[src/rtl/core/sfr_pkg.sv]
package sfr_pkg;

  localparam int MAX_PAYLOAD_DEF = 64;

  localparam int BYTE_W      = 8;
  localparam int STATUS_W    = 2;
  localparam int POS_W       = 6;
  localparam int CFG_INDEX_W = 2;

  localparam logic [BYTE_W-1:0] FIRST_HEADER_RESET  = 8'd90;
  localparam logic [BYTE_W-1:0] SECOND_HEADER_RESET = 8'd165;

  typedef enum logic [STATUS_W-1:0] {
    STATUS_BYTE     = 2'd0,
    STATUS_EMPTY    = 2'd1,
    STATUS_CSUM_ERR = 2'd2,
    STATUS_LEN_ERR  = 2'd3
  } status_t;

  typedef enum logic [CFG_INDEX_W-1:0] {
    REG_FIRST_HEADER  = 2'd0,
    REG_SECOND_HEADER = 2'd1
  } cfg_reg_t;

  typedef enum logic [2:0] {
    PH_HEAD1,
    PH_HEAD2,
    PH_LEN,
    PH_ID,
    PH_DATA,
    PH_CHECK,
    PH_EMIT_RD,
    PH_EMIT_LD
  } phase_t;

  // controller -> datapath
  typedef struct packed {
    logic    load_len;
    logic    load_id;
    logic    take_data;
    logic    post;
    status_t post_status;
    logic    emit_start;
    logic    emit_read;
    logic    emit_load;
  } sfr_cmd_t;

  // datapath -> controller
  typedef struct packed {
    logic head1_match;
    logic head2_match;
    logic len_bad;
    logic len_gt1;
    logic data_done;
    logic sum_ok;
    logic frame_empty;
    logic emit_last;
    logic out_free;
  } sfr_stat_t;

endpackage

[src/rtl/core/sfr_byte_if.sv]
interface sfr_byte_if;
  logic                       valid;
  logic                       ready;
  logic [sfr_pkg::BYTE_W-1:0] rx_byte;

  modport source (output valid, output rx_byte, input ready);
  modport sink (input valid, input rx_byte, output ready);
endinterface

[src/rtl/core/sfr_result_if.sv]
interface sfr_result_if;
  logic                         valid;
  logic                         ready;
  logic [sfr_pkg::STATUS_W-1:0] status;
  logic [sfr_pkg::BYTE_W-1:0]   message_id;
  logic [sfr_pkg::BYTE_W-1:0]   payload_byte;
  logic [sfr_pkg::POS_W-1:0]    byte_position;
  logic                         last_of_frame;

  modport source (output valid, output status, output message_id, output payload_byte,
                  output byte_position, output last_of_frame, input ready);
  modport sink (input valid, input status, input message_id, input payload_byte,
                input byte_position, input last_of_frame, output ready);
endinterface

[src/rtl/core/sfr_cfg_if.sv]
interface sfr_cfg_if;
  logic                            valid;
  logic                            ready;
  logic [sfr_pkg::CFG_INDEX_W-1:0] index;
  logic [sfr_pkg::BYTE_W-1:0]      data;

  modport source (output valid, output index, output data, input ready);
  modport sink (input valid, input index, input data, output ready);
endinterface

[src/rtl/core/sfr_ctrl.sv]
module sfr_ctrl (
  input  logic               clk,
  input  logic               rst,
  input  logic               rx_valid,
  output logic               rx_ready,
  input  sfr_pkg::sfr_stat_t stat,
  output sfr_pkg::sfr_cmd_t  cmd
);

  sfr_pkg::phase_t phase;
  sfr_pkg::phase_t phase_next;
  logic            rx_take;

  assign rx_take = rx_valid && rx_ready;

  always_ff @(posedge clk) begin
    if (rst) begin
      phase <= sfr_pkg::PH_HEAD1;
    end else begin
      phase <= phase_next;
    end
  end

  always_comb begin
    phase_next = phase;
    unique case (phase)
      sfr_pkg::PH_HEAD1: begin
        if (rx_take) phase_next = stat.head1_match ? sfr_pkg::PH_HEAD2 : sfr_pkg::PH_HEAD1;
      end
      sfr_pkg::PH_HEAD2: begin
        // a mismatching byte is not retried as a first header byte
        if (rx_take) phase_next = stat.head2_match ? sfr_pkg::PH_LEN : sfr_pkg::PH_HEAD1;
      end
      sfr_pkg::PH_LEN: begin
        if (rx_take) phase_next = stat.len_bad ? sfr_pkg::PH_HEAD1 : sfr_pkg::PH_ID;
      end
      sfr_pkg::PH_ID: begin
        if (rx_take) phase_next = stat.len_gt1 ? sfr_pkg::PH_DATA : sfr_pkg::PH_CHECK;
      end
      sfr_pkg::PH_DATA: begin
        if (rx_take && stat.data_done) phase_next = sfr_pkg::PH_CHECK;
      end
      sfr_pkg::PH_CHECK: begin
        if (rx_take) begin
          phase_next = (stat.sum_ok && !stat.frame_empty) ? sfr_pkg::PH_EMIT_RD
                                                          : sfr_pkg::PH_HEAD1;
        end
      end
      sfr_pkg::PH_EMIT_RD: begin
        phase_next = sfr_pkg::PH_EMIT_LD;
      end
      sfr_pkg::PH_EMIT_LD: begin
        if (stat.out_free) begin
          phase_next = stat.emit_last ? sfr_pkg::PH_HEAD1 : sfr_pkg::PH_EMIT_RD;
        end
      end
      default: phase_next = sfr_pkg::PH_HEAD1;
    endcase
  end

  always_comb begin
    rx_ready        = 1'b0;
    cmd             = '0;
    cmd.post_status = sfr_pkg::STATUS_BYTE;
    unique case (phase)
      sfr_pkg::PH_HEAD1, sfr_pkg::PH_HEAD2: begin
        rx_ready = 1'b1;
      end
      sfr_pkg::PH_LEN: begin
        // a length error posts a result on this beat, so the slot must be free
        rx_ready        = stat.out_free;
        cmd.load_len    = rx_valid && stat.out_free && !stat.len_bad;
        cmd.post        = rx_valid && stat.out_free && stat.len_bad;
        cmd.post_status = sfr_pkg::STATUS_LEN_ERR;
      end
      sfr_pkg::PH_ID: begin
        rx_ready    = 1'b1;
        cmd.load_id = rx_valid;
      end
      sfr_pkg::PH_DATA: begin
        rx_ready      = 1'b1;
        cmd.take_data = rx_valid;
      end
      sfr_pkg::PH_CHECK: begin
        rx_ready        = stat.out_free;
        cmd.post        = rx_valid && stat.out_free && (!stat.sum_ok || stat.frame_empty);
        cmd.post_status = stat.sum_ok ? sfr_pkg::STATUS_EMPTY : sfr_pkg::STATUS_CSUM_ERR;
        cmd.emit_start  = rx_valid && stat.out_free && stat.sum_ok && !stat.frame_empty;
      end
      sfr_pkg::PH_EMIT_RD: begin
        cmd.emit_read = 1'b1;
      end
      sfr_pkg::PH_EMIT_LD: begin
        cmd.emit_load = stat.out_free;
      end
      default: begin
        rx_ready = 1'b0;
      end
    endcase
  end

endmodule

[src/rtl/core/sfr_datapath.sv]
module sfr_datapath #(
  parameter int MAX_PAYLOAD = sfr_pkg::MAX_PAYLOAD_DEF
) (
  input  logic                            clk,
  input  logic                            rst,
  input  logic [sfr_pkg::BYTE_W-1:0]      rx_byte,
  input  logic                            cfg_valid,
  input  logic [sfr_pkg::CFG_INDEX_W-1:0] cfg_index,
  input  logic [sfr_pkg::BYTE_W-1:0]      cfg_data,
  input  sfr_pkg::sfr_cmd_t               cmd,
  output sfr_pkg::sfr_stat_t              stat,
  output logic                            res_valid,
  input  logic                            res_ready,
  output logic [sfr_pkg::STATUS_W-1:0]    res_status,
  output logic [sfr_pkg::BYTE_W-1:0]      res_id,
  output logic [sfr_pkg::BYTE_W-1:0]      res_payload,
  output logic [sfr_pkg::POS_W-1:0]       res_pos,
  output logic                            res_last
);

  localparam int AW = (MAX_PAYLOAD > 1) ? $clog2(MAX_PAYLOAD) : 1;
  localparam int TW = $clog2(MAX_PAYLOAD + 1);
  localparam logic [8:0] LEN_LIMIT = 9'(MAX_PAYLOAD + 1);

  logic [sfr_pkg::BYTE_W-1:0] first_header;
  logic [sfr_pkg::BYTE_W-1:0] second_header;
  logic [sfr_pkg::BYTE_W-1:0] frame_length;
  logic [sfr_pkg::BYTE_W-1:0] frame_id;
  logic [sfr_pkg::BYTE_W-1:0] running_sum;
  logic [TW-1:0]              bytes_taken;
  logic [AW-1:0]              emit_idx;
  logic [sfr_pkg::BYTE_W-1:0] rd_data;
  logic [sfr_pkg::BYTE_W-1:0] payload_store [MAX_PAYLOAD];

  always_ff @(posedge clk) begin
    if (rst) begin
      first_header  <= sfr_pkg::FIRST_HEADER_RESET;
      second_header <= sfr_pkg::SECOND_HEADER_RESET;
    end else if (cfg_valid) begin
      if (cfg_index == sfr_pkg::REG_FIRST_HEADER) first_header <= cfg_data;
      if (cfg_index == sfr_pkg::REG_SECOND_HEADER) second_header <= cfg_data;
    end
  end

  always_comb begin
    stat.head1_match = (rx_byte == first_header);
    stat.head2_match = (rx_byte == second_header);
    stat.len_bad     = (rx_byte == 8'd0) || ({1'b0, rx_byte} > LEN_LIMIT);
    stat.len_gt1     = (frame_length > 8'd1);
    // last payload beat when the count after this one reaches length minus one
    stat.data_done   = ((9'(bytes_taken) + 9'd2) >= {1'b0, frame_length});
    stat.sum_ok      = (rx_byte == running_sum);
    stat.frame_empty = (frame_length == 8'd1);
    stat.emit_last   = ((9'(emit_idx) + 9'd2) == {1'b0, frame_length});
    stat.out_free    = !res_valid || res_ready;
  end

  always_ff @(posedge clk) begin
    if (cmd.load_len) begin
      frame_length <= rx_byte;
      running_sum  <= first_header + second_header + rx_byte;
    end
    if (cmd.load_id) begin
      frame_id    <= rx_byte;
      running_sum <= running_sum + rx_byte;
      bytes_taken <= '0;
    end
    if (cmd.take_data) begin
      running_sum <= running_sum + rx_byte;
      bytes_taken <= bytes_taken + 1'b1;
    end
    if (cmd.emit_start) begin
      emit_idx <= '0;
    end else if (cmd.emit_load) begin
      emit_idx <= emit_idx + 1'b1;
    end
  end

  always_ff @(posedge clk) begin
    if (cmd.take_data) begin
      payload_store[bytes_taken[AW-1:0]] <= rx_byte;
    end
    if (cmd.emit_read) begin
      rd_data <= payload_store[emit_idx];
    end
  end

  always_ff @(posedge clk) begin
    if (rst) begin
      res_valid <= 1'b0;
    end else if (cmd.post || cmd.emit_load) begin
      res_valid <= 1'b1;
    end else if (res_ready) begin
      res_valid <= 1'b0;
    end
  end

  always_ff @(posedge clk) begin
    if (cmd.post) begin
      res_status  <= cmd.post_status;
      // length errors come before the id byte
      res_id      <= (cmd.post_status == sfr_pkg::STATUS_LEN_ERR) ? 8'd0 : frame_id;
      res_payload <= 8'd0;
      res_pos     <= '0;
      res_last    <= 1'b1;
    end else if (cmd.emit_load) begin
      res_status  <= sfr_pkg::STATUS_BYTE;
      res_id      <= frame_id;
      res_payload <= rd_data;
      res_pos     <= sfr_pkg::POS_W'(emit_idx);
      res_last    <= stat.emit_last;
    end
  end

  a_result_loaded: assert property (@(posedge clk) disable iff (rst)
    (cmd.post || cmd.emit_load) |=> res_valid)
    else $error("result not registered after post");

  a_no_clobber: assert property (@(posedge clk) disable iff (rst)
    (cmd.post || cmd.emit_load) |-> (!res_valid || res_ready))
    else $error("result slot overwritten while still pending");

  a_store_bound: assert property (@(posedge clk) disable iff (rst)
    cmd.take_data |-> (32'(bytes_taken) < MAX_PAYLOAD))
    else $error("payload write beyond store depth");

endmodule

[src/rtl/core/serial_frame_receiver_core.sv]
// Serial frame receiver.
// rx carries one received byte per beat. The block hunts for the two header
// bytes, takes a length byte (payload count plus one), an id byte, the
// payload and an 8-bit additive checksum over everything before it.
// res carries results: one beat per payload byte of a good frame (last one
// marked), or one beat for an empty frame, a checksum error or a length error.
// cfg writes the header bytes: index 0 first header, index 1 second header.
// cfg is always ready; write it only while the block is idle.
// Throughput: one rx byte per cycle while parsing. An error or empty-frame
// result is registered the cycle after its byte; the length and checksum
// beats wait for the result register to be free. After a good checksum, rx
// is held off while the payload is read back from the store: each payload
// beat takes a registered store read, then a result load that waits for a
// free result register. A stalled res holds its beat; while parsing, rx
// stalls on it only at a length or checksum beat.
// Reset (rst, synchronous) returns to header hunt, restores the default
// header bytes and empties the result register; the store is not cleared.
module serial_frame_receiver_core #(
  parameter int MAX_PAYLOAD = sfr_pkg::MAX_PAYLOAD_DEF
) (
  input logic          clk,
  input logic          rst,
  sfr_byte_if.sink     rx,
  sfr_result_if.source res,
  sfr_cfg_if.sink      cfg
);

  sfr_pkg::sfr_cmd_t  cmd;
  sfr_pkg::sfr_stat_t stat;

  assign cfg.ready = 1'b1;

  sfr_ctrl u_ctrl (
    .clk      (clk),
    .rst      (rst),
    .rx_valid (rx.valid),
    .rx_ready (rx.ready),
    .stat     (stat),
    .cmd      (cmd)
  );

  sfr_datapath #(
    .MAX_PAYLOAD (MAX_PAYLOAD)
  ) u_datapath (
    .clk         (clk),
    .rst         (rst),
    .rx_byte     (rx.rx_byte),
    .cfg_valid   (cfg.valid),
    .cfg_index   (cfg.index),
    .cfg_data    (cfg.data),
    .cmd         (cmd),
    .stat        (stat),
    .res_valid   (res.valid),
    .res_ready   (res.ready),
    .res_status  (res.status),
    .res_id      (res.message_id),
    .res_payload (res.payload_byte),
    .res_pos     (res.byte_position),
    .res_last    (res.last_of_frame)
  );

endmodule
[src/flat_wrapper.sv]
// flat-port wrapper written by rule: the top's interface ports become plain ports
module serial_frame_receiver_core_flat 
#(
  parameter int MAX_PAYLOAD = sfr_pkg::MAX_PAYLOAD_DEF
)
  (clk, rst, rx_valid, rx_rx_byte, rx_ready, res_valid, res_status, res_message_id, res_payload_byte, res_byte_position, res_last_of_frame, res_ready, cfg_valid, cfg_index, cfg_data, cfg_ready);
  sfr_byte_if rx_i ();
  sfr_result_if res_i ();
  sfr_cfg_if cfg_i ();
  input logic clk;
  input logic rst;
  input wire logic [$bits(rx_i.valid)-1:0] rx_valid;
  input wire logic [$bits(rx_i.rx_byte)-1:0] rx_rx_byte;
  output wire logic [$bits(rx_i.ready)-1:0] rx_ready;
  output wire logic [$bits(res_i.valid)-1:0] res_valid;
  output wire logic [$bits(res_i.status)-1:0] res_status;
  output wire logic [$bits(res_i.message_id)-1:0] res_message_id;
  output wire logic [$bits(res_i.payload_byte)-1:0] res_payload_byte;
  output wire logic [$bits(res_i.byte_position)-1:0] res_byte_position;
  output wire logic [$bits(res_i.last_of_frame)-1:0] res_last_of_frame;
  input wire logic [$bits(res_i.ready)-1:0] res_ready;
  input wire logic [$bits(cfg_i.valid)-1:0] cfg_valid;
  input wire logic [$bits(cfg_i.index)-1:0] cfg_index;
  input wire logic [$bits(cfg_i.data)-1:0] cfg_data;
  output wire logic [$bits(cfg_i.ready)-1:0] cfg_ready;
  assign rx_i.valid = rx_valid;
  assign rx_i.rx_byte = rx_rx_byte;
  assign rx_ready = rx_i.ready;
  assign res_valid = res_i.valid;
  assign res_status = res_i.status;
  assign res_message_id = res_i.message_id;
  assign res_payload_byte = res_i.payload_byte;
  assign res_byte_position = res_i.byte_position;
  assign res_last_of_frame = res_i.last_of_frame;
  assign res_i.ready = res_ready;
  assign cfg_i.valid = cfg_valid;
  assign cfg_i.index = cfg_index;
  assign cfg_i.data = cfg_data;
  assign cfg_ready = cfg_i.ready;
  serial_frame_receiver_core #(.MAX_PAYLOAD(MAX_PAYLOAD)) u_core (.clk(clk), .rst(rst), .rx(rx_i), .res(res_i), .cfg(cfg_i));
endmodule
[config.mk]
export PLATFORM = sky130hd
export DESIGN_NAME = serial_frame_receiver_core_flat
export DESIGN_NICKNAME = d
export VERILOG_FILES = /design/src/rtl/core/sfr_pkg.sv /design/src/rtl/core/sfr_byte_if.sv /design/src/rtl/core/sfr_result_if.sv /design/src/rtl/core/sfr_cfg_if.sv /design/src/rtl/core/sfr_ctrl.sv /design/src/rtl/core/sfr_datapath.sv /design/src/rtl/core/serial_frame_receiver_core.sv /design/src/flat_wrapper.sv
export SDC_FILE = /design/constraint.sdc
export NUM_CORES = 1
export LEC_CHECK = 0
export BUFFER_PORTS_ARGS = -buffer_cell sky130_fd_sc_hd__buf_4
export CAP_MARGIN = 0
export CORE_ASPECT_RATIO = 1.5
export CORE_MARGIN = 3
export CORE_UTILIZATION = 56
export DETAILED_ROUTE_END_ITERATION = 10
export GPL_TIMING_DRIVEN = 0
export PLACE_DENSITY = 0.82
export RECOVER_POWER = 25
export SLEW_MARGIN = 20
export SYNTH_ARGS = -nofsm -noshare
export SYNTH_HDL_FRONTEND = slang
export SYNTH_SLANG_ARGS = --single-unit
[constraint.sdc]
create_clock -name clk -period 2.44 [get_ports clk]
set_input_delay 0.488 -clock clk [delete_from_list [all_inputs] [get_ports clk]]
set_output_delay 0.488 -clock clk [all_outputs]
set_load 0.02 [all_outputs]
Word level (Yosys, flattened, before mapping)
Memory sizes are Yosys's and may differ from the RTL's. A register that Yosys moved wholly into a read port is not among the register bits.
Index checks and enable logic that the tools add are counted.
- logic and storage cells: 112
- input bits: 23
- bits in registers: 82
- output and inout bits: 28
- RAM bits: 512
- memories: 1
- magnitude comparators: 3
- eq/ne operators: 21
- reduce and logical (&&, ||, !) cells: 29
- $add $sub $neg: 7
- muxes and demuxes: 37
- memory list (name ; words ; bits a word ; read ports ; clocked after Yosys merged registers in ; write ports ; RTL line ; text):
    u_core.u_datapath.payload_store ; 64 ; 8 ; 1 ; 1 ; 1 ; sfr_datapath.sv:33 ; logic [sfr_pkg::BYTE_W-1:0] payload_store [MAX_PAYLOAD];
- operators with widths (operator ; count):
    2-to-1 mux 8 bit ; 6
    2-to-1 mux 3 bit ; 9
    adder 8 bit ; 3
    == test 8 bit ; 3
    case mux 3 bit (8 select lines) ; 1
    2-to-1 mux 7 bit ; 2
    != test 2 bit (second input constant) ; 7
    == test 3 bit (second input constant) ; 4
    2-to-1 mux 1 bit ; 12
    2-to-1 mux 2 bit ; 5
    logical AND 1 bit ; 9
    adder 7 x 2 -> 8 bit (second input constant) ; 1
    == test 7 x 8 -> 1 bit ; 1
    == test 8 x 1 -> 1 bit (second input constant) ; 1
    >= comparator 8 bit ; 1
    greater-than comparator 8 x 1 -> 1 bit (second input constant) ; 1
    greater-than comparator 8 x 7 -> 1 bit (second input constant) ; 1
    logical NOT 8 bit ; 1
    adder 6 x 2 -> 7 bit (second input constant) ; 1
    adder 7 x 1 -> 7 bit (second input constant) ; 1
    AND reduction 7 bit ; 1
    adder 6 x 1 -> 6 bit (second input constant) ; 1
    == test 3 x 2 -> 1 bit (second input constant) ; 2
    case mux 3 bit (2 select lines) ; 1
    13 further kinds ; 22

Depth between registers and ports, before layout
- depth after elaboration: 8
- mapped depth: 11
- depth with buffers taken out: 11

Cells and area by module
Synthesis repeated with hierarchy kept, for this count alone.
- cell total of the unflattened synthesis: 1422
- area, all modules: 24903.9 µm²
- by module, submodules not included (module ; seq. area each (µm²) ; cells an instance ; instances ; area an instance (µm²)):
    sfr_datapath ; 17606.9 ; 1357 ; 1 ; 24462.2
    sfr_ctrl ; 60.1 ; 63 ; 1 ; 430.4
    serial_frame_receiver_core ; 0.0 ; 2 ; 1 ; 11.3

Worst setup path after synthesis
No wires, ideal clock.
- kind: input port to flip-flop
- from: input port rx_rx_byte[1]
- to: register u_core.u_datapath.running_sum[0] (netlist name) (enable)
- arrival: 2.308 ns
- stages: 5
- setup slack: -0.178 ns
- path through: or3_1 > o31a_1 > or4_4 > nor2_1 > or2_2
- RTL lines (what ; RTL line ; text):
    start, declared ; flat_wrapper.sv:13 ; input wire logic [$bits(rx_i.rx_byte)-1:0] rx_rx_byte;
    end signal, assigned ; sfr_datapath.sv:61 ; running_sum <= first_header + second_header + rx_byte;
    end signal, assigned ; sfr_datapath.sv:65 ; running_sum <= running_sum + rx_byte;
    end signal, assigned ; sfr_datapath.sv:69 ; running_sum <= running_sum + rx_byte;
    end, declared ; sfr_datapath.sv:29 ; logic [sfr_pkg::BYTE_W-1:0] running_sum;

==> metrics <==
status finished with violations; failing checks negative setup slack; RSZ-0062 raised after global routing yes; maxcap violations 0; Die ar. 0.0469 mm2; Largest register FFs 512; # diodes 0; clock root buffer master clkbuf_16; synthesized cell area 0.0248 mm2; post-route ant nets 0; final worst path period share 112%; initial core utilization 57.2%; count of cell types in the netlist 68; Vias per Instance 7.13; sequential fraction of the synthesis area 71.2%; post-route cell area 0.0304 mm2; Max rail drop VDD 0.000711 V; CTS tree yes; critical path peak fanout 10; synthesis-stage register bit count 602; drt pass-1 iters 8; Fin Setup TNS -1.93 ns; RR Endpoint u_core.u_datapath.rd_data[7]$_DFFE_PP_; routed len/inst 35.7 um; Port Buffers 48; all-layer global routing usage 31.4%; post-synth top area cell edfxtp_1; slew margin rel. 31.0%; fillers 2330; vias in the first global route roughly 15000; first-pass GRT wire length 105 mm; Worst Setup End Kind register; required time of the critical path ~2.8 ns; Placement Setup Slack -1.09 ns; Peak Freq 0.366 GHz; ranking of synthesized cells by area edfxtp_1 68%, mux4_2 9.7%, dfxtp_1 3.3%, mux2i_1 2.7%, ha_1 1.8%; Top FF cell, synth edfxtp_1; Syn Area/Cell around 18 um2; final hold violation count 0; Worst Setup SP u_core.u_datapath.emit_idx[2]$_SDFFE_PP0P_; DP HPWL 39.9 mm; area share of the largest cell type after synthesis between 60% and 70%; core area 0.0434 mm2; asr flop ratio synth 0%; element type at the critical path start register; # rows 93; Period minus WS final 2.73 ns; CTS Buf Count 51; Finish-stage setup viols 16; clk_lat worst skew roughly 0.60 ns; CTS max path bufs 3; static leakage around 0.010 uW; detailed-route via count 15800; net count after synthesis 1485; Die W roughly 180 um; Worst Setup EP u_core.u_datapath.rd_data[7]$_DFFE_PP_; nets 1666; RD Place Congestion between 0.8 and 0.9; worst r2r src u_core.u_datapath.emit_idx[2]$_SDFFE_PP0P_; Clk pin slew, worst setup/hold paths about 0.070 ns; R2R setup slack -0.29 ns; Hold Path Depth 2; Post-Syn Instances 1418; DRC viols 0; Yosys warning count 0; CP Class register to register; Least-Margin Pin Slew 1.03 ns; placed instance area 0.0259 mm2; worst min path class input port to register; Iter 0 DRT Violations roughly 2400; Critical Path AT around 3.1 ns; largest net degree at the start of global routing 73; Final Util 69.9%; Post-synth EDFFs 561; number of clock sinks 602; num ports 51; height of the die 264 um; final WL 78.9 mm; H-tree levels 2; GRT overflow 0; layout cells sized above 1 around 36%; antenna violations before repair 1; pwr dens 677 mW/mm2; Syn-to-layout area delta 22.3%; cell count of the worst reg-to-reg path 7; final slew viol count 0; Final Power between 20000 and 25000 uW; hold buffers post-CTS 0; Max Clock Skew 0.0196 ns; fin worst setup slack -0.293 ns
-- layout by cell type (no fill, tap or decap), types with 17 or more instances in the layout --
master,Yosys,routed
inv_1,23,22
nand2_1,66,63
mux2i_1,66,48
edfxtp_1,561,561
buf_4,8,102
clkbuf_1,33,17
xnor2_1,23,23
dfxtp_1,41,35
buf_12,2,28
mux4_2,107,107
nor2_1,112,43
clkbuf_16,0,52
buf_6,9,18
a21oi_1,36,32
ha_1,35,30
xor2_1,21,21
nor2_4,0,64
-- how the worst min path moves through the flow --
stage | startpoint | endpoint | slack (ns)
floorplan | u_core.u_datapath.second_header[7]$_SDFFE_PP1P_ | u_core.u_datapath.second_header[7]$_SDFFE_PP1P_ | 0.46
global placement | u_core.u_datapath.res_pos[1]$_SDFFE_PN0P_ | u_core.u_datapath.res_pos[1]$_SDFFE_PN0P_ | 0.45
detailed placement | u_core.u_datapath.res_pos[1]$_SDFFE_PN0P_ | u_core.u_datapath.res_pos[1]$_SDFFE_PN0P_ | 0.45
CTS | cfg_data[1] | u_core.u_datapath.first_header[1]$_SDFFE_PP1P_ | 0.10
global route | cfg_data[3] | u_core.u_datapath.first_header[3]$_SDFFE_PP1P_ | 0.10
finish | cfg_data[1] | u_core.u_datapath.first_header[1]$_SDFFE_PP1P_ | 0.11
-- kinds of logic after synthesis --
logic type	after synthesis	synth area share (%)
AO/OA/AOI/OAI	177	4.98
XOR/XNOR	44	1.55
adder cells (fa/ha/maj)	44	2.49
buffers and inverters	99	2.11
flip-flops	602	71.2
multiplexers	175	12.5
other	1	0.0151
AND/OR/NAND/NOR	276	5.21
-- cell type report --
cell class              instances  area, um2  area share [%]
inverters                      24       91.3           0.301
repair buffers                132       1390            4.57
flip-flops and latches        602      17700            58.2
clock inverters                32        400            1.32
well taps                     570        713            2.35
clock buffers                  61       1360            4.46
plain buffers                  70        756            2.49
multi-input cells             718       7970            26.3
-- power breakdown --
group	switching [uW]	leakage [uW]	internal, uW
Clock	3880	0.000856	4850
Combinational	347	0.00383	175
Sequential	14.6	0.00536	11300
-- timing repair --
item                                    in CTS  in global routing
pin swaps                                   31                 41
gates cloned                                 6                  0
endpoints found under the setup margin     568                583
gates resized for setup                    334                107
endpoints found under the hold margin        0                  0
setup buffers                               46                 33
-- cells in the mapped netlist, drive strengths merged, types with 6 or more instances --
| master | count |
|---|---|
| a211o | 11 |
| o22ai | 14 |
| mux4 | 107 |
| dfxtp | 41 |
| nor2b | 10 |
| and2 | 10 |
| a22oi | 14 |
| a211oi | 21 |
| nor4 | 6 |
| nand2 | 66 |
| nor3b | 6 |
| nand3 | 23 |
| buf | 42 |
| nor2 | 112 |
| xnor2 | 23 |
| inv | 23 |
| nor3 | 9 |
| o221ai | 8 |
| a2111oi | 7 |
| edfxtp | 561 |
| fa | 9 |
| xor2 | 21 |
| nand4 | 6 |
| clkbuf | 33 |
| o21ai | 26 |
| ha | 35 |
| a21oi | 46 |
| mux2i | 66 |
-- critical path, stage by stage (launching register included) --
cell and delay, ns:
dfxtp_2 0.49, nor2b_1 0.41, buf_2 0.44, clkbuf_4 0.39, a22oi_2 0.19, nand2_1 0.14, o21ai_2 0.08, a21oi_2 0.33
-- routing by layer --
metal  track usage, %  wire (um)
met3             6.70       8860
met1             36.3      23600
met4             24.2       8030
met5                0         11
met2             50.6      38400
-- metrics by stage --
stage          std cells  hold WS [ns]
6_report            2209         0.111
3_3_place_gp        2036         0.450
3_5_place_dp        2036         0.451
4_1_cts             2178         0.103
5_1_grt             2209         0.105
2_1_floorplan       1418         0.457
Note: power is estimated with default switching activity, not from simulation.
